===== config.mk =====
export PLATFORM = sky130hd
export DESIGN_NAME = rqb_blend
export DESIGN_NICKNAME = d
export VERILOG_FILES = /design/src/rqb_pkg.sv /design/src/rqb_blend.sv
export SDC_FILE = /design/constraint.sdc
export NUM_CORES = 2
export LEC_CHECK = 0
export ABC_AREA = 1
export BUFFER_PORTS_ARGS = -buffer_cell sky130_fd_sc_hd__clkbuf_2
export CAP_MARGIN = 20
export CORE_AREA = 2 2 481 483
export DETAILED_ROUTE_END_ITERATION = 16
export DIE_AREA = 0 0 483 485
export PLACE_DENSITY = 0.37
export SKIP_LAST_GASP = 1
export SYNTH_ARGS = -nofsm -noshare
export SYNTH_HDL_FRONTEND = slang
export SYNTH_SLANG_ARGS = --single-unit

===== constraint.sdc =====
create_clock -name clk -period 14 [get_ports clk]
set_input_delay 0.7 -clock clk [delete_from_list [all_inputs] [get_ports clk]]
set_output_delay 0.7 -clock clk [all_outputs]
set_load 0.02 [all_outputs]

===== src/rqb_pkg.sv =====
// rqb_pkg: shared types, constants and arithmetic helpers of the rounded quad shade/blend unit
// no dependencies; imported by every module of the block
package rqb_pkg;

    localparam int COORD_FRAC_BITS = 4;
    localparam int DIST_SHIFT      = 12 - COORD_FRAC_BITS;
    localparam int LIN_SHIFT       = COORD_FRAC_BITS + 2;
    localparam int SQ_STEPS        = 4;
    localparam int SQ_STAGES       = 4;
    localparam int NUM_STAGES      = 18;
    localparam int FRONT_STAGES    = 2;
    localparam int SHADE_STAGES    = 10;
    localparam int BLEND_STAGES    = 2;
    localparam int CFG_IDX_W       = 3;

    localparam logic [12:0] FRAC_ONE  = 13'd4096;
    localparam logic [12:0] FRAC_HALF = 13'd2048;
    localparam logic [19:0] BLEND_DEN = 20'd1044480;
    localparam logic [27:0] HALF_DEN  = 28'd522240;
    // x / 255 as (x * K) >> 28, exact below 2^20
    localparam logic [20:0] DIV255_K  = 21'h101011;
    // x / 255 as (x * K) >> 23, exact below 2^16
    localparam logic [15:0] DIV255_K16 = 16'h8081;

    localparam logic [CFG_IDX_W-1:0] REG_GEOM   = 3'd0;
    localparam logic [CFG_IDX_W-1:0] REG_RADII  = 3'd1;
    localparam logic [CFG_IDX_W-1:0] REG_FILL   = 3'd2;
    localparam logic [CFG_IDX_W-1:0] REG_GRAD   = 3'd3;
    localparam logic [CFG_IDX_W-1:0] REG_BORDER = 3'd4;
    localparam logic [CFG_IDX_W-1:0] REG_SHADOW = 3'd5;
    localparam logic [CFG_IDX_W-1:0] REG_SETUP  = 3'd6;
    localparam logic [CFG_IDX_W-1:0] REG_RECIP  = 3'd7;

    typedef logic [3:0][7:0] rgba_t;

    typedef struct packed {
        logic [15:0]       hw;
        logic [15:0]       hh;
        logic [15:0]       blur;
        logic [15:0]       bw;
        logic [3:0][15:0]  radii;
        rgba_t             fill;
        rgba_t             grad;
        rgba_t             border;
        rgba_t             shadow;
        logic              grad_on;
        logic              radial;
        logic signed [15:0] cx;
        logic signed [15:0] cy;
        logic [15:0]       isw;
        logic [15:0]       r_far;
        logic [15:0]       r_blur;
        logic [15:0]       r_is;
        logic              plain;
    } cfg_t;

    typedef struct packed {
        rgba_t              dst;
        logic               pass;
        logic signed [19:0] qneg;
        logic signed [17:0] rad_r;
        logic [12:0]        t_lin;
    } side_t;

    typedef struct packed {
        logic [19:0] rem;
        logic [15:0] root;
        logic [31:0] rad;
    } sq_t;

    typedef struct packed {
        rgba_t       col;
        rgba_t       dst;
        logic [19:0] amt;
        logic        wr;
    } blend_t;

    // four digits of the restoring square root
    function automatic sq_t sq_steps(input sq_t s);
        sq_t         v;
        logic [19:0] trial;
        v = s;
        for (int i = 0; i < SQ_STEPS; i++)
        begin
            v.rem = {v.rem[17:0], v.rad[31:30]};
            v.rad = {v.rad[29:0], 2'b00};
            trial = {2'b00, v.root, 2'b01};
            if (v.rem >= trial)
            begin
                v.rem  = v.rem - trial;
                v.root = {v.root[14:0], 1'b1};
            end
            else
            begin
                v.root = {v.root[14:0], 1'b0};
            end
        end
        return v;
    endfunction

    function automatic logic [7:0] mix8(input logic [7:0] a, input logic [7:0] b,
                                        input logic [12:0] t);
        logic [21:0] acc;
        acc = 22'(a) * 22'(FRAC_ONE - t) + 22'(b) * 22'(t) + 22'(FRAC_HALF);
        return acc[19:12];
    endfunction

    function automatic logic [12:0] frac_clip(input logic [33:0] p);
        if (p[33:4] > 30'(FRAC_ONE))
            return FRAC_ONE;
        else
            return p[16:4];
    endfunction

    function automatic logic [12:0] clamp_frac(input logic signed [31:0] v);
        if (v < 0)
            return 13'd0;
        else if (v > 32'sd4096)
            return FRAC_ONE;
        else
            return v[12:0];
    endfunction

    // round(u*u*(3-2u)) with u2 = u*u precomputed
    function automatic logic [12:0] smooth(input logic [12:0] u, input logic [25:0] u2);
        logic [39:0] acc;
        acc = 40'(u2) * 40'(14'd12288 - {u, 1'b0}) + 40'd8388608;
        return acc[36:24];
    endfunction

endpackage


===== src/rqb_blend.sv =====
// rqb_blend: source-over numerators and constant division, output register (two stages)
// depends on rqb_pkg
module rqb_blend (
    input  logic                              clk,
    input  logic [rqb_pkg::BLEND_STAGES-1:0]  en,
    input  rqb_pkg::blend_t                   bl,
    output rqb_pkg::rgba_t                    out_col,
    output logic                              written
);
    import rqb_pkg::*;

    logic [19:0]       denm;
    logic [3:0][27:0]  num_next, num_reg;
    rgba_t             dst_reg;
    logic              wr_reg;
    logic [31:0]       qp;
    rgba_t             out_next, out_reg;
    logic              wr_out_reg;

    always_comb
    begin
        denm = BLEND_DEN - bl.amt;
        for (int c = 0; c < 3; c++)
            num_next[c] = 28'(bl.col[c]) * 28'(bl.amt) + 28'(bl.dst[c]) * 28'(denm) + HALF_DEN;
        num_next[3] = 28'(8'd255) * 28'(bl.amt) + 28'(bl.dst[3]) * 28'(denm) + HALF_DEN;
    end

    always_ff @(posedge clk)
    begin
        if (en[0])
        begin
            num_reg <= num_next;
            dst_reg <= bl.dst;
            wr_reg  <= bl.wr;
        end
    end

    // divide by 255 * 4096: shift, then reciprocal multiply
    always_comb
    begin
        qp = 32'd0;
        for (int c = 0; c < 4; c++)
        begin
            qp          = 32'(num_reg[c][27:12]) * 32'(DIV255_K16);
            out_next[c] = wr_reg ? qp[30:23] : dst_reg[c];
        end
    end

    always_ff @(posedge clk)
    begin
        if (en[1])
        begin
            out_reg    <= out_next;
            wr_out_reg <= wr_reg;
        end
    end

    assign out_col = out_reg;
    assign written = wr_out_reg;

endmodule


# Yosys cells after proc, flatten, opt, wreduce, memory -nomap -nowiden
# Cells that the tools add are included.
word_totals:
  regBits: 178
  input_bits: 88
  out_inout_bits: 33
  word_cells: 39
op_classes:
  n_addsub: 9
  mul: 12
  n_mux: 4
ops:
  columns: ["cell", "n"]
  rows:
  - ["$mul 8x20->28", 7]
  - ["$mul 16x16->31 const B", 4]
  - ["$add 28x19->28 const B", 4]
  - ["$add 28x28->28", 4]
  - ["$mux 8", 4]
  - ["$mul 8x20->28 const A", 1]
  - ["$sub 20x20->20 const A", 1]

# Depth between registers and ports, before layout
depth:
  depth_word: 4
  depth_mapped: 39
  depth_no_buf: 36

# Least setup slack after synthesis
# No wires, ideal clock.
synth_path:
  path_kind: "input-to-reg"
  start: "input port bl[2] in the netlist's numbering"
  end: "register num_reg[25] in the netlist's numbering (data pin)"
  setup_time_ps: 252
  t_arrival_ps: 6716
  required_time_ps: 13748
  slack_ps: 7032
  path_stages: 33
  path_buffers: 3
  cell_sequence: "clkbuf_1 > clkbuf_1 > inv_1 > ha_1 > inv_1 > nor2_4 > nand2_2 > nor2_4 > nand2_2 > nor2_4 > xor2_1 > inv_1 > clkbuf_1 > nand2_1 > fa_1 > inv_1 > fa_1 > fa_1 > fa_1 > fa_1 > inv_1 > fa_1 > inv_1 > ha_1 > a21oi_1 > a21boi_0 > nor2_1 > nor2_1 > nor2_1 > nor2_1 > nand2_1 > nand2_1 > nand2_1"
synth_lines:
  columns: ["element", "line_no", "source"]
  rows:
  - ["start, declared", "rqb_blend.sv:6", "input rqb_pkg::blend_t bl,"]
  - ["end signal, assigned", "rqb_blend.sv:32", "num_reg <= num_next;"]
  - ["end, declared", "rqb_blend.sv:13", "logic [3:0][27:0] num_next, num_reg;"]

==> results.py <==
metrics = {
    "run_status": {
        "outcome": "complete, no violations",
    },
    "setup_path": {
        "reg2reg_to": "out_col[5]",
        "r2r-start": "num_reg[25]",
        "worstSetupPathType": "in -> reg",
        "startpoint_type": "primary input",
        "cp.required_ps": 14290,
        "max_stage_delay_ps": 1060,
        "crit_fanout": 28,
        "cp_slowest_cell": "inv_1",
        "worstSetupEndpointType": "register",
        "arrival_ps": 9210,
        "cpMostUsedCell": "nand2_1",
        "reg2reg_slack_ps": 10590,
        "reg2reg_depth": 14,
    },
    "floorplan": {
        "start_util_pct": 22.95,
        "num_rows": 176,
        "dieArea_mm2": 0.2343,
        "ios": 121,
        "core-area_mm2": 0.2290,
        "chipWidth_um": 483,
        "fp.dieH_um": 485,
    },
    "timing": {
        "fin_worst_skew_ps": 26.46,
        "rsz0062_at_grt": "false",
        "fin_crit_sh_pct": 63.75,
        "min_period_ps": 8925,
        "clock.fmax_mhz": 112.0,
        "hold_viol_final": 0,
        "setup_viol": 0,
        "slew-limit-headroom_pct": 24.36,
        "tightest_slew_ps": 1133,
        "slew_viol_final": 0,
        "setup_tns_ps": 0,
    },
    "detailed_routing": {
        "ant_nets": 0,
        "drt_pass1_iterations": 6,
        "drc_errors": 0,
        "wl_per_cell_um": 18.48,
        "viasPerCell": 4.260,
        "wl_um": 179400,
        "vias": 41370,
        "drt-initial-drc-count": 2396,
    },
    "placement": {
        "gp_congestion": 0.8534,
        "io_buffers": 112,
        "dp_cells": 9675,
        "dp.final_hpwl_um": 144200,
    },
    "global_routing": {
        "grt_pass1_vias": 44540,
        "grt_overflow_total": 0,
        "antenna_found_initial": 18,
        "grt.total_usage_pct": 15.80,
        "grt_first_pass_wirelength_um": 278600,
        "grt_max_degree": 41,
    },
    "finish": {
        "nNetsFinal": 8419,
        "drive_above_1_share_pct": 3.517,
        "fin_cells": 9710,
        "fill_cells": 25470,
        "synthToLayoutAreaGrowth_pct": 8.426,
        "largest_register_ffs": 64,
        "most-common-layout-cells": "inv_1, nand2_1, fa_1",
        "final_common_cell": "inv_1",
    },
    "yosys": {
        "postSynthCellCount": 6712,
        "post_synth.cell_area_avg_um2": 7.829,
        "synth.distinct_cells": 44,
        "yosysSeqAreaShare_pct": 7.429,
        "yosys.area.top_type": "fa_1",
        "synth_edf_count": 130,
        "synthArstFlopShare_pct": 0,
        "synth_area_mm2": 0.05255,
        "yosysTopAreaCellShare_pct": 39.43,
        "synth_nets": 8463,
        "ys_warn_count": 0,
        "synth_ff_type": "edfxtp_1",
        "synth_area_leaders": "fa_1, ha_1, inv_1",
        "synth-seq-cells": 130,
    },
    "clocking": {
        "postCtsSetupRepairBufs": 0,
        "htreeDepth": 4,
        "clock_latency_ps": 550,
        "clk_pin_slew_worst_paths_ps": 70,
        "cts_buffer_depth": 2,
        "hold_buffers": 0,
        "cts_tree": "yes",
        "clockRootBuffer": "clkbuf_16",
        "ctsResizeCount": 0,
        "cts_buffers": 17,
        "clock_sinks": 130,
    },
    "job": {
        "maxCapViolations": 0,
    },
    "min_path": {
        "holdCritStartpoint": "bl[0]",
        "hold_path_end": "wr_reg",
        "worstHoldPathType": "in -> reg",
        "whs_path_depth": 1,
    },
}
==> per-stage QoR <==
| step | hold WS [ps] | area (um2) | setup slack [ps] | util, % |
|---|---|---|---|---|
| detailed placement | 504.0 | 56400 | 4487 | 24.63 |
| global placement | 505.1 | 56400 | 4541 | 24.63 |
| floorplan | 424.4 | 52550 | 7032 | - |
| finish | 328.5 | 56980 | 5075 | 24.88 |
| CTS | 259.7 | 56970 | 5107 | 24.88 |
| global route | 305.9 | 56970 | 4574 | 24.88 |
==> cell usage after synthesis (4+ instances only) <==
cell	number
a31oi_1	5
or2_2	4
a21boi_0	4
nor2_2	11
fa_1	1035
a21oi_1	182
nand2_2	9
buf_2	18
o21ai_0	93
nor3_1	51
o21a_1	12
nand3_1	233
nand2_1	1578
edfxtp_1	130
xor2_1	33
a21o_1	22
nor4_1	4
inv_1	1902
o21bai_1	21
nor2_4	4
nand4_1	43
nand3b_1	13
ha_1	628
xnor2_1	17
clkbuf_1	188
buf_1	12
nor2_1	430
==> worst max-delay path by stage <==
stage / slack (ps) / depth (start not counted) / from / to
final: 5070 / 33 / bl[3] / num_reg[54]
after global placement: 4540 / 33 / bl[3] / num_reg[27]
after global routing: 4570 / 33 / bl[3] / num_reg[54]
after CTS: 5110 / 33 / bl[3] / num_reg[27]
after detailed placement: 4490 / 33 / bl[3] / num_reg[27]
after floorplan: 7030 / 33 / bl[2] / num_reg[25]
==> final cells by class <==
class | instances | area [um2] | share of cell area [%]
inverters | 1906 | 7157 | 12.56
well taps | 3026 | 3786 | 6.645
repair buffers | 162 | 940.9 | 1.651
clock buffers | 18 | 429.2 | 0.7532
clock inverters | 14 | 141.4 | 0.2481
multi-input cells | 4451 | 40610 | 71.28
flip-flops and latches | 130 | 3904 | 6.851
diodes | 3 | 7.507 | 0.01318
==> per-layer routing <==
layer	routed length (um)	share of wire, %	global-route usage (%)
met1	82980	46	21.46
met2	87040	49	27.33
met3	6994	3.9	1.671
met4	2362	1.3	2.648
met5	69	0.038	0
==> cells by family after synthesis <==
| group | synth area share [%] |
|---|---|
| flip-flops | 7.429 |
| AND/OR/NAND/NOR | 18.35 |
| XOR/XNOR | 0.8333 |
| buffers and inverters | 15.36 |
| adder cells (fa/ha/maj) | 54.38 |
| AO/OA/AOI/OAI | 3.643 |
==> worst max-delay path: cells and delay by family <==
kind / cells / cell delay, ps
adders and majority gates: 8 / 3660
buffers and inverters: 8 / 2090
and+or+nand+nor: 14 / 1990
AOI/OAI and AO/OA: 3 / 690
Power is left out: the tool's default activity adds up to more than one toggle a clock period on the data nets, which glitch-free logic cannot reach.
