$ cat config.mk
export PLATFORM = sky130hd
export DESIGN_NAME = rqb_sqrt
export DESIGN_NICKNAME = d
export VERILOG_FILES = /design/src/rqb_pkg.sv /design/src/rqb_sqrt.sv
export SDC_FILE = /design/constraint.sdc
export NUM_CORES = 2
export LEC_CHECK = 0
export CAP_MARGIN = 30
export CORE_UTILIZATION = 30
export CTS_BUF_LIST = sky130_fd_sc_hd__clkbuf_8
export CTS_CLUSTER_DIAMETER = 60
export DETAILED_ROUTE_END_ITERATION = 10
export DONT_BUFFER_PORTS = 1
export PLACE_DENSITY = 0.41
export SLEW_MARGIN = 30
export SYNTH_ARGS = -nofsm -noshare
export SYNTH_HDL_FRONTEND = slang
export SYNTH_SLANG_ARGS = --single-unit
$ cat constraint.sdc
create_clock -name clk -period 29.8 [get_ports clk]
set_input_delay 8.94 -clock clk [delete_from_list [all_inputs] [get_ports clk]]
set_output_delay 8.94 -clock clk [all_outputs]
set_load 0.01 [all_outputs]
$ cat src/rqb_pkg.sv
// rqb_pkg: shared types, constants and arithmetic helpers of the rounded quad shade/blend unit
// no dependencies; imported by every module of the block
package rqb_pkg;

    localparam int COORD_FRAC_BITS = 4;
    localparam int DIST_SHIFT      = 12 - COORD_FRAC_BITS;
    localparam int LIN_SHIFT       = COORD_FRAC_BITS + 2;
    localparam int SQ_STEPS        = 4;
    localparam int SQ_STAGES       = 4;
    localparam int NUM_STAGES      = 18;
    localparam int FRONT_STAGES    = 2;
    localparam int SHADE_STAGES    = 10;
    localparam int BLEND_STAGES    = 2;
    localparam int CFG_IDX_W       = 3;

    localparam logic [12:0] FRAC_ONE  = 13'd4096;
    localparam logic [12:0] FRAC_HALF = 13'd2048;
    localparam logic [19:0] BLEND_DEN = 20'd1044480;
    localparam logic [27:0] HALF_DEN  = 28'd522240;
    // x / 255 as (x * K) >> 28, exact below 2^20
    localparam logic [20:0] DIV255_K  = 21'h101011;
    // x / 255 as (x * K) >> 23, exact below 2^16
    localparam logic [15:0] DIV255_K16 = 16'h8081;

    localparam logic [CFG_IDX_W-1:0] REG_GEOM   = 3'd0;
    localparam logic [CFG_IDX_W-1:0] REG_RADII  = 3'd1;
    localparam logic [CFG_IDX_W-1:0] REG_FILL   = 3'd2;
    localparam logic [CFG_IDX_W-1:0] REG_GRAD   = 3'd3;
    localparam logic [CFG_IDX_W-1:0] REG_BORDER = 3'd4;
    localparam logic [CFG_IDX_W-1:0] REG_SHADOW = 3'd5;
    localparam logic [CFG_IDX_W-1:0] REG_SETUP  = 3'd6;
    localparam logic [CFG_IDX_W-1:0] REG_RECIP  = 3'd7;

    typedef logic [3:0][7:0] rgba_t;

    typedef struct packed {
        logic [15:0]       hw;
        logic [15:0]       hh;
        logic [15:0]       blur;
        logic [15:0]       bw;
        logic [3:0][15:0]  radii;
        rgba_t             fill;
        rgba_t             grad;
        rgba_t             border;
        rgba_t             shadow;
        logic              grad_on;
        logic              radial;
        logic signed [15:0] cx;
        logic signed [15:0] cy;
        logic [15:0]       isw;
        logic [15:0]       r_far;
        logic [15:0]       r_blur;
        logic [15:0]       r_is;
        logic              plain;
    } cfg_t;

    typedef struct packed {
        rgba_t              dst;
        logic               pass;
        logic signed [19:0] qneg;
        logic signed [17:0] rad_r;
        logic [12:0]        t_lin;
    } side_t;

    typedef struct packed {
        logic [19:0] rem;
        logic [15:0] root;
        logic [31:0] rad;
    } sq_t;

    typedef struct packed {
        rgba_t       col;
        rgba_t       dst;
        logic [19:0] amt;
        logic        wr;
    } blend_t;

    // four digits of the restoring square root
    function automatic sq_t sq_steps(input sq_t s);
        sq_t         v;
        logic [19:0] trial;
        v = s;
        for (int i = 0; i < SQ_STEPS; i++)
        begin
            v.rem = {v.rem[17:0], v.rad[31:30]};
            v.rad = {v.rad[29:0], 2'b00};
            trial = {2'b00, v.root, 2'b01};
            if (v.rem >= trial)
            begin
                v.rem  = v.rem - trial;
                v.root = {v.root[14:0], 1'b1};
            end
            else
            begin
                v.root = {v.root[14:0], 1'b0};
            end
        end
        return v;
    endfunction

    function automatic logic [7:0] mix8(input logic [7:0] a, input logic [7:0] b,
                                        input logic [12:0] t);
        logic [21:0] acc;
        acc = 22'(a) * 22'(FRAC_ONE - t) + 22'(b) * 22'(t) + 22'(FRAC_HALF);
        return acc[19:12];
    endfunction

    function automatic logic [12:0] frac_clip(input logic [33:0] p);
        if (p[33:4] > 30'(FRAC_ONE))
            return FRAC_ONE;
        else
            return p[16:4];
    endfunction

    function automatic logic [12:0] clamp_frac(input logic signed [31:0] v);
        if (v < 0)
            return 13'd0;
        else if (v > 32'sd4096)
            return FRAC_ONE;
        else
            return v[12:0];
    endfunction

    // round(u*u*(3-2u)) with u2 = u*u precomputed
    function automatic logic [12:0] smooth(input logic [12:0] u, input logic [25:0] u2);
        logic [39:0] acc;
        acc = 40'(u2) * 40'(14'd12288 - {u, 1'b0}) + 40'd8388608;
        return acc[36:24];
    endfunction

endpackage

$ cat src/rqb_sqrt.sv
// rqb_sqrt: pipelined restoring square root, two lanes, four digits per stage
// depends on rqb_pkg
module rqb_sqrt (
    input  logic                             clk,
    input  logic [rqb_pkg::SQ_STAGES-1:0]    en,
    input  rqb_pkg::sq_t                     a_in,
    input  rqb_pkg::sq_t                     b_in,
    input  rqb_pkg::side_t                   side_in,
    output rqb_pkg::sq_t                     a_out,
    output rqb_pkg::sq_t                     b_out,
    output rqb_pkg::side_t                   side_out
);
    import rqb_pkg::*;

    sq_t   a_reg [SQ_STAGES];
    sq_t   b_reg [SQ_STAGES];
    side_t side_reg [SQ_STAGES];
    sq_t   a_next [SQ_STAGES];
    sq_t   b_next [SQ_STAGES];
    side_t side_next [SQ_STAGES];

    always_comb
    begin
        for (int k = 0; k < SQ_STAGES; k++)
        begin
            if (k == 0)
            begin
                a_next[k]    = sq_steps(a_in);
                b_next[k]    = sq_steps(b_in);
                side_next[k] = side_in;
            end
            else
            begin
                a_next[k]    = sq_steps(a_reg[k-1]);
                b_next[k]    = sq_steps(b_reg[k-1]);
                side_next[k] = side_reg[k-1];
            end
        end
    end

    always_ff @(posedge clk)
    begin
        for (int k = 0; k < SQ_STAGES; k++)
        begin
            if (en[k])
            begin
                a_reg[k]    <= a_next[k];
                b_reg[k]    <= b_next[k];
                side_reg[k] <= side_next[k];
            end
        end
    end

    assign a_out    = a_reg[SQ_STAGES-1];
    assign b_out    = b_reg[SQ_STAGES-1];
    assign side_out = side_reg[SQ_STAGES-1];

endmodule

# --- Word-level counts from Yosys, hierarchy flattened ---
# Memory sizes are Yosys's and may differ from the RTL's.
# Index checks and enable logic that the tools add are counted.
totals:
  ff_bits: 0
  mem_bits_rw: 816
  inputBits: 225
  output_inout_bits: 220
  word_cells: 139
  mem_count: 3
mem_list:
  columns: ["name", "depth", "width", "rd", "rd_clocked_by_memory_dff", "write_ports", "line_no", "source"]
  rows:
  - ["side_reg", 4, 84, 4, 0, 4, "rqb_sqrt.sv:17", "side_t side_reg [SQ_STAGES];"]
  - ["a_reg", 4, 60, 4, 0, 4, "rqb_sqrt.sv:15", "sq_t a_reg [SQ_STAGES];"]
  - ["b_reg", 4, 60, 4, 0, 4, "rqb_sqrt.sv:16", "sq_t b_reg [SQ_STAGES];"]
op_classes:
  add_sub_neg: 32
  magnitude_cmp: 32
  mux: 72
op_table:
  columns: ["cell", "n"]
  rows:
  - ["$ge 20x18->1", 32]
  - ["$mux 18", 24]
  - ["$sub 18x18->18", 24]
  - ["$mux 20", 8]
  - ["$sub 20x18->20", 8]
  - ["$mux 1", 40]

# --- Logic depth before layout (Yosys ltp) ---
# An unclocked memory read counts as a cell.
logic_depth:
  depth_word: 9
  depth_mapped: 56
  mapped_depth_nobuf: 50

# --- Worst setup path before layout ---
# Ideal clock, no wire load.
synth_path:
  path_type: "input to register"
  startpoint: "input a_in[43] in the netlist's numbering"
  endpoint: "memory a_reg[0][51] in the netlist's numbering, data pin"
  setup_time_ns: 0.260
  arrival_ns: 18.564
  required_ns: 29.540
  path_slack_ns: 10.977
  cell_stages: 51
  path_buffers: 7
  cell_sequence: "inv_1 -> ha_1 -> buf_2 -> nand4_1 -> nor4_1 -> inv_1 -> a211o_1 -> nand3_2 -> buf_1 -> clkbuf_1 -> a21oi_1 -> ha_1 -> nand3_1 -> nor2_1 -> nand2_1 -> nor4_1 -> a211o_1 -> nor2_1 -> [... 15 more ...] -> or4b_1 -> or2_1 -> buf_2 -> clkinv_1 -> clkbuf_1 -> nand2_1 -> o21ai_0 -> ha_1 -> a21o_1 -> a21o_1 -> a21o_1 -> nand2_1 -> o21ai_0 -> a21oi_1 -> a21oi_2 -> a211oi_4 -> buf_4 -> mux2_2"
synth_lines:
  columns: ["item", "line_no", "source"]
  rows:
  - ["start, declared", "rqb_sqrt.sv:6", "input rqb_pkg::sq_t a_in,"]
  - ["end, declared", "rqb_sqrt.sv:15", null]

==> run_results.csv <==
group,metric,value,unit
cells_and_area,fillers,19435,
timing,max_freq,0.0506,GHz
setup_path,critPathMaxStageDelay,0.79,ns
yosys,synth_cell_type_count,122,
placement,post_dp_cell_area,59300,um^2
drt,vias,44073,
outcome,violations,"DRC",
clock_tree,clkLatencyLatePin,0.88,ns
drt,vias_per_cell,5.13,
die,ios,445,
outcome,status,"finished with violations",
timing,tns,0,ns
setup_path,path_max_fanout,24,
clock_tree,cts_root_buf,"clkbuf_8",
yosys,ys_seq_area_share,37.4,%
clock_tree,hold_buffers,0,
setup_path,worstPathRequired,30.41,ns
setup_path,arrival,20.36,ns
clock_tree,numClockSinks,708,
global_routing,grt_first_pass_wirelength,263,mm
clock_tree,postCtsSetupRepairBufs,0,
die,core_area,188000,um^2
timing,finalHoldViolations,0,
timing,finalCritPeriodShare,66.3,%
timing,relSlewSlack,34.8,%
clock_tree,cts_resized,0,
cells_and_area,largest_reg_flops,336,
yosys,netlist_instances,5955,
die,die_x,437,um
placement,io_buffers,0,
die,rows,159,
global_routing,grt_max_degree,201,
global_routing,grt_use_met3,3.04,%
global_routing,track_usage,17.8,%
timing,clock_skew,0.0476,ns
clock_tree,htree_levels,4,
setup_path,critPathSlowestCell,"a2111oi_1",
cells_and_area,fin_util,33.0,%
clock_tree,cts_inserted_buffers,137,
job,cap_violations,0,
yosys,avgSynthCellArea,9.55,um^2
yosys,synth_edf_count,708,
global_routing,grt_util_met1,22.3,%
global_routing,grt.busiest_layer,"met2",
yosys,synth_top_flop_cell,"edfxtp_1",
drt,initialDrtViolationCount,2438,
clock_tree,clockBufferDepth,3,
global_routing,grt_pass1_vias,42871,
cells_and_area,nets,6774,
die,die-height,437,um
timing,final-setup-viol-count,0,
setup_path,crit_top_cell,"ha_1",
timing,slew_violations,0,
drt,dr.pass1.iters,8,
setup_path,critPathCaptureType,"flop",
yosys,synth_seq_cells,708,
timing,finalCriticalPeriod,19.75,ns
yosys,synthesis.area,56800,um^2
clock_tree,cts_tree,"yes",
timing,rsz0062_at_grt,"false",
global_routing,grt_overflow,0,
setup_path,startpoint_type,"input port",
timing,tightest_slew,0.953,ns
global_routing,antenna_found_initial,36,
global_routing,met2_usage,31.3,%
placement,dpl.hpwl,139,mm
drt,wl_per_cell,20.5,um
die,dieArea,191000,um^2
drt,totalWireLength,176,mm
cells_and_area,syn_to_final_growth,9.14,%
drt,antenna_left,0,
min_path,hp-class,"flop to flop",
cells_and_area,stdcell_area,62000,um^2
yosys,yosys_warnings,0,
placement,place_congestion,0.890,
die,start_util,30.2,%
clock_tree,cts.clk_slew.worst_paths,0.06,ns
cells_and_area,drive_gt1_share,7.13,%
yosys,ys_async_sr_fraction,0,%
drt,drc,42,
setup_path,path_class,"input port to flop",
## metrics by stage
| stage | worst slack, ns | cells | hold slack, ns |
|---|---|---|---|
| global placement | 8.49 | 8327 | 0.400 |
| global route | 9.22 | 8579 | 0.403 |
| floorplan | 10.98 | 6018 | 0.400 |
| CTS | 10.10 | 8571 | 0.401 |
| detailed placement | 9.15 | 8329 | 0.405 |
| finish | 10.05 | 8583 | 0.399 |
## synthesized netlist by cell type, types with 52 or more instances
master	instances	share of area (%)
nand3_1	110	0.97
nand2_1	468	3.1
mux2_2	113	2.2
xnor2_1	306	4.7
o21bai_1	88	1.2
o21ai_0	317	2.8
clkbuf_1	77	0.51
nand4_1	77	0.85
nor3_1	96	0.85
nor2b_1	52	0.57
nor2_1	447	3.0
a21o_1	306	4.0
o21a_1	58	0.77
inv_1	369	2.4
edfxtp_1	708	37
nand2b_1	67	0.74
buf_4	73	0.96
a21oi_1	596	5.2
xor2_1	163	2.5
ha_1	576	13
## area by class of cell
type,count,area (um^2),area share [%]
multi-input cells,4717,33300,53.6
flip-flops and latches,708,21300,34.3
well taps,2495,3120,5.03
clock buffers,138,1900,3.06
inverters,387,1460,2.35
clock inverters,104,842,1.36
repair buffers,22,173,0.278
diodes,12,30.0,0.0484
## routing by layer
metal | vias up | wire, um
li1 | 22161 | -
met1 | 20870 | 77800
met2 | 810 | 86600
met3 | 230 | 7290
met4 | 2 | 4020
met5 | - | 11
## final timing paths
| path | end | from | depth (start not counted) | slack, ns |
|---|---|---|---|---|
| min | b_reg[1][15]$_DFFE_PP_ | b_reg[0][7]$_DFFE_PP_ | 0 | 0.40 |
| max | a_reg[0][45]$_DFFE_PP_ | a_in[43] | 40 | 10.05 |
| min reg2reg | b_reg[1][15]$_DFFE_PP_ | b_reg[0][7]$_DFFE_PP_ | 0 | 0.40 |
| max reg2reg | b_reg[1][56]$_DFFE_PP_ | b_reg[0][24]$_DFFE_PP_ | 43 | 16.43 |
## worst max-delay path, delay by kind of cell
family                   cells  cell delay, ns
AO/OA/AOI/OAI               17            5.20
adder cells (fa/ha/maj)      4            1.35
buffers and inverters        6            1.50
multiplexers                 1            0.36
AND/OR/NAND/NOR             12            2.94
## layout by cell type (no fill, tap or decap), types with 110 or more instances in the layout
| master | instances |
|---|---|
| a21o_1 | 306 |
| xor2_1 | 163 |
| nor2_1 | 447 |
| nand3_1 | 110 |
| mux2_2 | 113 |
| o21ai_0 | 317 |
| a21oi_1 | 596 |
| inv_1 | 409 |
| xnor2_1 | 306 |
| ha_1 | 576 |
| nand2_1 | 468 |
| edfxtp_1 | 708 |
| clkbuf_8 | 138 |
## logic make-up after synthesis
group	share of synthesized area [%]
AOI/OAI and AO/OA	21.6
xor gates and xnor gates	7.23
adders and majority gates	12.7
buffers and inverters	4.51
DFF	37.4
muxes	3.31
other	0.00660
and+or+nand+nor	13.3
Power is left out: the tool's default activity adds up to more than one toggle a clock period on the data nets, which glitch-free logic cannot reach.
