--- config.mk ---
export PLATFORM = sky130hd
export DESIGN_NAME = rqb_front
export DESIGN_NICKNAME = d
export VERILOG_FILES = /design/src/rqb_pkg.sv /design/src/rqb_front.sv
export SDC_FILE = /design/constraint.sdc
export NUM_CORES = 2
export LEC_CHECK = 0
export BUFFER_PORTS_ARGS = -buffer_cell sky130_fd_sc_hd__buf_2
export CORE_MARGIN = 3
export CORE_UTILIZATION = 45
export DETAILED_ROUTE_END_ITERATION = 8
export HOLD_SLACK_MARGIN = 0.1
export PLACE_DENSITY = 0.65
export SLEW_MARGIN = 0
export SYNTH_ARGS = -nofsm -noshare
export SYNTH_HDL_FRONTEND = slang
export SYNTH_SLANG_ARGS = --single-unit
--- constraint.sdc ---
create_clock -name clk -period 13.2 [get_ports clk]
set_input_delay 1.32 -clock clk [delete_from_list [all_inputs] [get_ports clk]]
set_output_delay 1.32 -clock clk [all_outputs]
set_load 0.005 [all_outputs]
--- src/rqb_pkg.sv ---
// rqb_pkg: shared types, constants and arithmetic helpers of the rounded quad shade/blend unit
// no dependencies; imported by every module of the block
package rqb_pkg;

    localparam int COORD_FRAC_BITS = 4;
    localparam int DIST_SHIFT      = 12 - COORD_FRAC_BITS;
    localparam int LIN_SHIFT       = COORD_FRAC_BITS + 2;
    localparam int SQ_STEPS        = 4;
    localparam int SQ_STAGES       = 4;
    localparam int NUM_STAGES      = 18;
    localparam int FRONT_STAGES    = 2;
    localparam int SHADE_STAGES    = 10;
    localparam int BLEND_STAGES    = 2;
    localparam int CFG_IDX_W       = 3;

    localparam logic [12:0] FRAC_ONE  = 13'd4096;
    localparam logic [12:0] FRAC_HALF = 13'd2048;
    localparam logic [19:0] BLEND_DEN = 20'd1044480;
    localparam logic [27:0] HALF_DEN  = 28'd522240;
    // x / 255 as (x * K) >> 28, exact below 2^20
    localparam logic [20:0] DIV255_K  = 21'h101011;
    // x / 255 as (x * K) >> 23, exact below 2^16
    localparam logic [15:0] DIV255_K16 = 16'h8081;

    localparam logic [CFG_IDX_W-1:0] REG_GEOM   = 3'd0;
    localparam logic [CFG_IDX_W-1:0] REG_RADII  = 3'd1;
    localparam logic [CFG_IDX_W-1:0] REG_FILL   = 3'd2;
    localparam logic [CFG_IDX_W-1:0] REG_GRAD   = 3'd3;
    localparam logic [CFG_IDX_W-1:0] REG_BORDER = 3'd4;
    localparam logic [CFG_IDX_W-1:0] REG_SHADOW = 3'd5;
    localparam logic [CFG_IDX_W-1:0] REG_SETUP  = 3'd6;
    localparam logic [CFG_IDX_W-1:0] REG_RECIP  = 3'd7;

    typedef logic [3:0][7:0] rgba_t;

    typedef struct packed {
        logic [15:0]       hw;
        logic [15:0]       hh;
        logic [15:0]       blur;
        logic [15:0]       bw;
        logic [3:0][15:0]  radii;
        rgba_t             fill;
        rgba_t             grad;
        rgba_t             border;
        rgba_t             shadow;
        logic              grad_on;
        logic              radial;
        logic signed [15:0] cx;
        logic signed [15:0] cy;
        logic [15:0]       isw;
        logic [15:0]       r_far;
        logic [15:0]       r_blur;
        logic [15:0]       r_is;
        logic              plain;
    } cfg_t;

    typedef struct packed {
        rgba_t              dst;
        logic               pass;
        logic signed [19:0] qneg;
        logic signed [17:0] rad_r;
        logic [12:0]        t_lin;
    } side_t;

    typedef struct packed {
        logic [19:0] rem;
        logic [15:0] root;
        logic [31:0] rad;
    } sq_t;

    typedef struct packed {
        rgba_t       col;
        rgba_t       dst;
        logic [19:0] amt;
        logic        wr;
    } blend_t;

    // four digits of the restoring square root
    function automatic sq_t sq_steps(input sq_t s);
        sq_t         v;
        logic [19:0] trial;
        v = s;
        for (int i = 0; i < SQ_STEPS; i++)
        begin
            v.rem = {v.rem[17:0], v.rad[31:30]};
            v.rad = {v.rad[29:0], 2'b00};
            trial = {2'b00, v.root, 2'b01};
            if (v.rem >= trial)
            begin
                v.rem  = v.rem - trial;
                v.root = {v.root[14:0], 1'b1};
            end
            else
            begin
                v.root = {v.root[14:0], 1'b0};
            end
        end
        return v;
    endfunction

    function automatic logic [7:0] mix8(input logic [7:0] a, input logic [7:0] b,
                                        input logic [12:0] t);
        logic [21:0] acc;
        acc = 22'(a) * 22'(FRAC_ONE - t) + 22'(b) * 22'(t) + 22'(FRAC_HALF);
        return acc[19:12];
    endfunction

    function automatic logic [12:0] frac_clip(input logic [33:0] p);
        if (p[33:4] > 30'(FRAC_ONE))
            return FRAC_ONE;
        else
            return p[16:4];
    endfunction

    function automatic logic [12:0] clamp_frac(input logic signed [31:0] v);
        if (v < 0)
            return 13'd0;
        else if (v > 32'sd4096)
            return FRAC_ONE;
        else
            return v[12:0];
    endfunction

    // round(u*u*(3-2u)) with u2 = u*u precomputed
    function automatic logic [12:0] smooth(input logic [12:0] u, input logic [25:0] u2);
        logic [39:0] acc;
        acc = 40'(u2) * 40'(14'd12288 - {u, 1'b0}) + 40'd8388608;
        return acc[36:24];
    endfunction

endpackage

--- src/rqb_front.sv ---
// rqb_front: input capture, squares, gradient dot product and box geometry (two stages)
// depends on rqb_pkg
module rqb_front (
    input  logic                                   clk,
    input  logic [rqb_pkg::FRONT_STAGES-1:0]       en,
    input  rqb_pkg::cfg_t                          cfg,
    input  logic signed [15:0]                     offset_x,
    input  logic signed [15:0]                     offset_y,
    input  logic [7:0]                             dst_red,
    input  logic [7:0]                             dst_green,
    input  logic [7:0]                             dst_blue,
    input  logic [7:0]                             dst_alpha,
    output rqb_pkg::sq_t                           rad_sq,
    output rqb_pkg::sq_t                           box_sq,
    output rqb_pkg::side_t                         side
);
    import rqb_pkg::*;

    logic signed [17:0] x18, y18, hw18, hh18, hwi, hhi, rmin, rsel, rr;
    logic [16:0]        ax, ay;
    logic signed [19:0] qx, qy, qmax;
    logic [1:0]         sel;

    logic [31:0]        xx_next, yy_next;
    logic signed [31:0] xc_next, yc_next;
    logic [15:0]        ox_next, oy_next;
    side_t              side0_next;

    logic [31:0]        xx_reg, yy_reg;
    logic signed [31:0] xc_reg, yc_reg;
    logic [15:0]        ox_reg, oy_reg;
    side_t              side0_reg;

    logic signed [32:0] lsum, lsh;
    logic signed [31:0] lval;
    sq_t                rad_next, box_next;
    side_t              side1_next;

    sq_t                rad_reg, box_reg;
    side_t              side1_reg;

    always_comb
    begin
        x18  = {{2{offset_x[15]}}, offset_x};
        y18  = {{2{offset_y[15]}}, offset_y};
        ax   = x18[17] ? 17'(-x18) : 17'(x18);
        ay   = y18[17] ? 17'(-y18) : 17'(y18);
        hw18 = $signed({2'b00, cfg.hw});
        hh18 = $signed({2'b00, cfg.hh});
        hwi  = hw18 - $signed({2'b00, cfg.blur});
        hhi  = hh18 - $signed({2'b00, cfg.blur});
        // corner by quadrant: ul, ur, lr, ll
        if (x18 > 0)
            sel = (y18 > 0) ? 2'd2 : 2'd1;
        else
            sel = (y18 > 0) ? 2'd3 : 2'd0;
        rsel = $signed({2'b00, cfg.radii[sel]});
        rmin = (hwi < hhi) ? hwi : hhi;
        rr   = (rsel < rmin) ? rsel : rmin;
        qx   = $signed({3'b000, ax})
             - ($signed({{2{hwi[17]}}, hwi}) - $signed({{2{rr[17]}}, rr}));
        qy   = $signed({3'b000, ay})
             - ($signed({{2{hhi[17]}}, hhi}) - $signed({{2{rr[17]}}, rr}));
        qmax = (qx > qy) ? qx : qy;
        ox_next = (qx > 0) ? qx[15:0] : 16'd0;
        oy_next = (qy > 0) ? qy[15:0] : 16'd0;

        xx_next = 32'(offset_x) * 32'(offset_x);
        yy_next = 32'(offset_y) * 32'(offset_y);
        xc_next = offset_x * cfg.cx;
        yc_next = offset_y * cfg.cy;

        side0_next.dst   = {dst_alpha, dst_blue, dst_green, dst_red};
        side0_next.pass  = (cfg.hw == 16'd0) || (cfg.hh == 16'd0) || (cfg.fill[3] == 8'd0)
                         || (x18 < -hw18) || (x18 > hw18) || (y18 < -hh18) || (y18 > hh18);
        side0_next.qneg  = (qmax < 0) ? qmax : 20'sd0;
        side0_next.rad_r = rr;
        side0_next.t_lin = 13'd0;
    end

    always_ff @(posedge clk)
    begin
        if (en[0])
        begin
            xx_reg    <= xx_next;
            yy_reg    <= yy_next;
            xc_reg    <= xc_next;
            yc_reg    <= yc_next;
            ox_reg    <= ox_next;
            oy_reg    <= oy_next;
            side0_reg <= side0_next;
        end
    end

    always_comb
    begin
        // linear gradient, floor of the shifted dot product
        lsum = $signed({xc_reg[31], xc_reg}) + $signed({yc_reg[31], yc_reg});
        lsh  = lsum >>> LIN_SHIFT;
        lval = 32'(lsh) + 32'sd2048;

        rad_next.rem  = 20'd0;
        rad_next.root = 16'd0;
        rad_next.rad  = xx_reg + yy_reg;
        box_next.rem  = 20'd0;
        box_next.root = 16'd0;
        box_next.rad  = 32'(ox_reg) * 32'(ox_reg) + 32'(oy_reg) * 32'(oy_reg);

        side1_next       = side0_reg;
        side1_next.t_lin = clamp_frac(lval);
    end

    always_ff @(posedge clk)
    begin
        if (en[1])
        begin
            rad_reg   <= rad_next;
            box_reg   <= box_next;
            side1_reg <= side1_next;
        end
    end

    assign rad_sq = rad_reg;
    assign box_sq = box_reg;
    assign side   = side1_reg;

endmodule

Yosys cells after proc, flatten, opt, wreduce, memory -nomap -nowiden
Index checks and enable logic that the tools add are counted.

Register bits: 379. Input bits: 422. Output and inout bits: 220. Logic and storage cells: 80.

Add/subtract/negate cells: 14. $mul: 6. Magnitude comparators: 15. Multiplexer cells: 11. Reduce and logical (&&, ||, !) cells: 10.

Operator list (number): $mul 16x16->32 (6); $add 32x32->32 (2); $gt 20x1->1 const B (2); $sub 18x19->20 (2); $sub 17x18->19 (2); $lt 16x18->1 (2); $mux 18 (2); $neg 16->18 (2); $gt 16x17->1 (2); $mux 17 (2); $neg 16->17 (2); $sub 16x16->17 (2); $add 32x32->33 (1); $bmux 16 s2 (1); $gt 16x1->1 const B (2); $logic_not 16->1 (2); $add 27x13->28 const B (1); $gt 28x14->1 const B (1); $lt 28x1->1 const B (1); $gt 20x20->1 (1); $lt 20x1->1 const B (1); $mux 20 (1); $lt 17x18->1 (1); $lt 17x17->1 (1); 7 further kinds (14).

Depth between registers and ports, before layout
Depth in word-level cells: 12. Mapped depth: 68. Gate-level depth less buffers: 64.

Worst setup path after synthesis
No wires, ideal clock.

Path kind: input port to flip-flop. Start: input cfg[339] (netlist bit). End: register side0_reg[35] (netlist bit), data pin. Setup time: 266 ps. Arrival time: 13074 ps. Data required time: 12934 ps. Slack: -139 ps. Cell stages on the path: 63. Path buffers: 5. Path through: inv_1 > ha_1 > inv_1 > fa_1 > a21oi_1 > o21bai_1 > a21oi_1 > o311ai_1 > o31ai_1 > o21bai_1 > a21oi_1 > nor2b_1 > o21ai_0 > nand2b_1 > inv_1 > ha_1 > nand4_1 > a21oi_1 > [... 27 more ...] > a21oi_1 > o21bai_1 > a211o_1 > a21oi_1 > a21oi_1 > a211oi_1 > o21ai_0 > mux2_2 > clkbuf_1 > inv_1 > ha_1 > nand4_1 > o31ai_1 > mux2i_1 > nor2_1 > mux2i_1 > clkbuf_1 > nor2_1.

Longest elaborated chain between the ends: 10.

RTL lines: start, declared (RTL line rqb_front.sv:6) `input rqb_pkg::cfg_t cfg,`; $sub 16x16->17 * (RTL line rqb_front.sv:50) `hwi = hw18 - $signed({2'b00, cfg.blur});`; $lt 17x17->1 (RTL line rqb_front.sv:58) `rmin = (hwi < hhi) ? hwi : hhi;`; $mux 18 * (RTL line rqb_front.sv:58); $lt 17x18->1 (RTL line rqb_front.sv:59) `rr = (rsel < rmin) ? rsel : rmin;`; $mux 18 * (RTL line rqb_front.sv:59); via rr[1] (RTL line rqb_front.sv:19) `logic signed [17:0] x18, y18, hw18, hh18, hwi, hhi, rmin, rsel, rr;`; $sub 17x18->19 (on tied branches) (RTL line rqb_front.sv:61, rqb_front.sv:63); $sub 18x19->20 (on tied branches) (RTL line rqb_front.sv:61, rqb_front.sv:63); $gt 20x20->1 (RTL line rqb_front.sv:64) `qmax = (qx > qy) ? qx : qy;`; $mux 20 * (RTL line rqb_front.sv:64); $lt 20x1->1 (RTL line rqb_front.sv:76) `side0_next.qneg = (qmax < 0) ? qmax : 20'sd0;`; end signal, assigned (RTL line rqb_front.sv:91) `side0_reg <= side0_next;`; end, declared (RTL line rqb_front.sv:32) `side_t side0_reg;`.

The timed path passes the listed nets; every way through them passes the cells marked *. A chain may end at the register's enable or synchronous reset.

Worst setup path after layout
Start: input cfg[323] (netlist bit). End: register side0_reg[49] (netlist bit), data pin.

Longest elaborated chain between the ends: 10.

RTL lines: $sub 16x16->17 * (RTL line rqb_front.sv:51) `hhi = hh18 - $signed({2'b00, cfg.blur});`; $lt 17x17->1 (RTL line rqb_front.sv:58); $mux 18 * (RTL line rqb_front.sv:58); $lt 17x18->1 (RTL line rqb_front.sv:59); $mux 18 * (RTL line rqb_front.sv:59); via rr[5] (RTL line rqb_front.sv:19); $sub 17x18->19 (on tied branches) (RTL line rqb_front.sv:61, rqb_front.sv:63); $sub 18x19->20 (on tied branches) (RTL line rqb_front.sv:61, rqb_front.sv:63); $gt 20x20->1 (RTL line rqb_front.sv:64); $mux 20 * (RTL line rqb_front.sv:64); $lt 20x1->1 (RTL line rqb_front.sv:76).

Marked as above.

==> results.md <==
* P&R area growth vs syn at 8.77%
* CP Capture Type: register
* Port Buffer Count at 366
* Slew @ Worst Pin at 1.08 ns
* Synth cell count leaders: 1,827 x inv_1, 1,427 x fa_1, 780 x ha_1
* CP peak stage delay at a little over 0.5 ns
* Register area at 11,300 um^2
* DRC Markers at 0
* DP Area at between 70,000 and 80,000 um^2
* Clk_lat worst skew at 0.67 ns
* YS warnings at 0
* Post CTS Setup Buffer Count at 0
* Hold Path Class: reg -> reg
* Area leader, netlist: fa_1
* Placer Congestion at about 0.94
* CP required at approximately 14 ns
* Multi-input gate area at 55,500 um^2
* Worst reg-to-reg path cell count at 26
* H-tree depth at 2
* Chip height at approximately 410 um
* I/O pin cnt at 642
* Post-DR wirelength/cell at 19.9 um
* Top cell type's share of synthesized area at 38.3%
* Syn Area/Cell at ~10 um^2
* Startpoint types: primary input
* Layout Nets at 10,500
* Row count at 148
* Hold_ws at 0.417 ns
* Core area at 164,000 um^2
* Top-count cell post-synth: inv_1
* Mapped Cells at 7,537
* #FFs+latches synth at 375
* DIE AREA at 171,000 um^2
* Ranking of synthesized cells by area: fa_1 38%, edfxtp_1 15%, ha_1 13%
* Die X at 413 um
* Clk buf depth at 3
* Post-DR vias/cell at 5.18
* Top fanout value on the critical path at 27
* GRT Util Overall at 24.4%
* Global route overflow at 0
* Worst-path clk slew at 0.06 ns
* Drt pass-1 iters at 5
* Fin crit share at between 90% and 100%
* CTS Sinks at between 300 and 400
* Max reg flops at 83
* Cell area after synthesis at 74,700 um^2
* Setup-failing EPs final at 0
* Tmin final at 12.37 ns
* Maxcap violations at 0
* DRT iter0 DRCs at 3,103
* CTS buffer count at 46
* Fin area at 81,200 um^2
* Distinct cells, synth at 87
* First-pass GRT wire length at 319 mm
* Initial Utilization at 45.6%
* CTS root buf: clkbuf_16
* Post-synth ARST share at 0%
* Sequential share of the synthesized area at 15.1%
* Rel. slew slack at a little over a quarter
* Most used cell along the critical path: a21oi_1
* CTS tree: done
* Max Freq at approximately 0.081 GHz
* Skew final at 0.0771 ns
* Total Wirelength at 202 mm
* Vias in the first global route at 57,200
* Post-synth EDFFs at ~380
* Vias at roughly 53,000
* WS Path Type: in -> reg
* Post-route ant nets at 0
* Fraction of layout cells with a size suffix above 1 at 9.04%
* Post-synth top flop: edfxtp_1
* Worst EP arrival at ~13 ns
* Slowest-stage cell, CP: fa_1
* Fillers at 15,200
* Status: finished clean
* Largest net degree at the start of global routing at 99
* Final hold vios at 0
* Initial antenna violation count at 42
* Pins Over Slew Limit at 0
* HPWL after DPL at 168 mm
* Min-Delay Path Depth at 0
[layer usage]
layer  track usage (%)  wire length, um
met1              31.2            80500
met4              8.31             8230
met3              3.71            13300
met5                 0              133
met2              42.3           100000
[final timing paths]
check / from / to / slack [ns]
max: cfg[323] / side0_reg[49]$_SDFFCE_PN0P_ / 0.83
min: side0_reg[66]$_DFFE_PP_ / side[66]$_DFFE_PP_ / 0.42
max reg2reg: oy_reg[9]$_SDFFCE_PP0P_ / box_sq[30]$_DFFE_PP_ / 4.16
min reg2reg: side0_reg[66]$_DFFE_PP_ / side[66]$_DFFE_PP_ / 0.42
[critical path, delay by kind of cell]
| family | cells | cell delay, ns |
|---|---|---|
| compound gates | 28 | 4.94 |
| fa+ha+maj | 8 | 2.50 |
| buf+inv | 13 | 1.75 |
| mux | 4 | 1.12 |
| simple gates | 10 | 1.14 |
[per-stage QoR]
| stage | setup WS (ns) | setup TNS, ns | util (%) | instances |
|---|---|---|---|---|
| after CTS | 0.498 | 0 | 49.5 | 10100 |
| after detailed placement | -0.210 | -3.12 | 48.5 | 10000 |
| after global routing | -0.0144 | -0.0144 | 49.5 | 10100 |
| after floorplan | 0.0434 | 0 | - | 7611 |
| after global placement | 0.0102 | 0 | 48.5 | 10000 |
| final | 0.832 | 0 | 49.6 | 10100 |
[cells by family (layout without fill, tap and decap cells)]
family	count (synthesis)	count (layout)	synth area share [%]
fa+ha+maj	2207	2207	51.3
buf+inv	2121	2462	11.0
simple gates	1697	1697	11.0
compound gates	736	736	6.44
flops	375	375	15.1
xor+xnor	350	350	4.12
mux	49	49	0.959
other cells	2	94	0.0101
[layout by cell type, fill, tap and decap left out, types with 20 or more instances in the layout]
cell / instances
nand3_1: 55
buf_4: 169
a21oi_1: 228
o31ai_1: 21
o21a_1: 44
nand4_1: 29
o21ai_0: 120
nor2_1: 269
buf_2: 364
or3_1: 20
xor2_1: 102
clkbuf_16: 46
and2_1: 399
nor2b_1: 59
nor3_1: 51
nand2_1: 663
conb_1: 76
ha_1: 779
o21bai_1: 48
a21o_1: 107
fa_1: 1427
and3_1: 21
xnor2_1: 247
a211oi_1: 24
edfxtp_1: 375
inv_1: 1827
nand2b_1: 64
[timing repair]
action                     in CTS  in global routing
setup endpoints to repair       0                 20
gates resized for setup         0                 17
hold buffers                    0                  0
[area by class of cell]
| class | instances | share of cell area [%] |
|---|---|---|
| Clock inverter | 36 | 0.521 |
| Tap cell | 2175 | 3.35 |
| Sequential cell | 375 | 13.9 |
| Clock buffer | 48 | 1.43 |
| Timing Repair Buffer | 539 | 3.94 |
| Multi-Input combinational cell | 5115 | 68.3 |
| Antenna cell | 18 | 0.0555 |
| Inverter | 1839 | 8.50 |
Power is not shown: default switching activity piles up to over one toggle a cycle in this logic, so the estimate is an artifact.
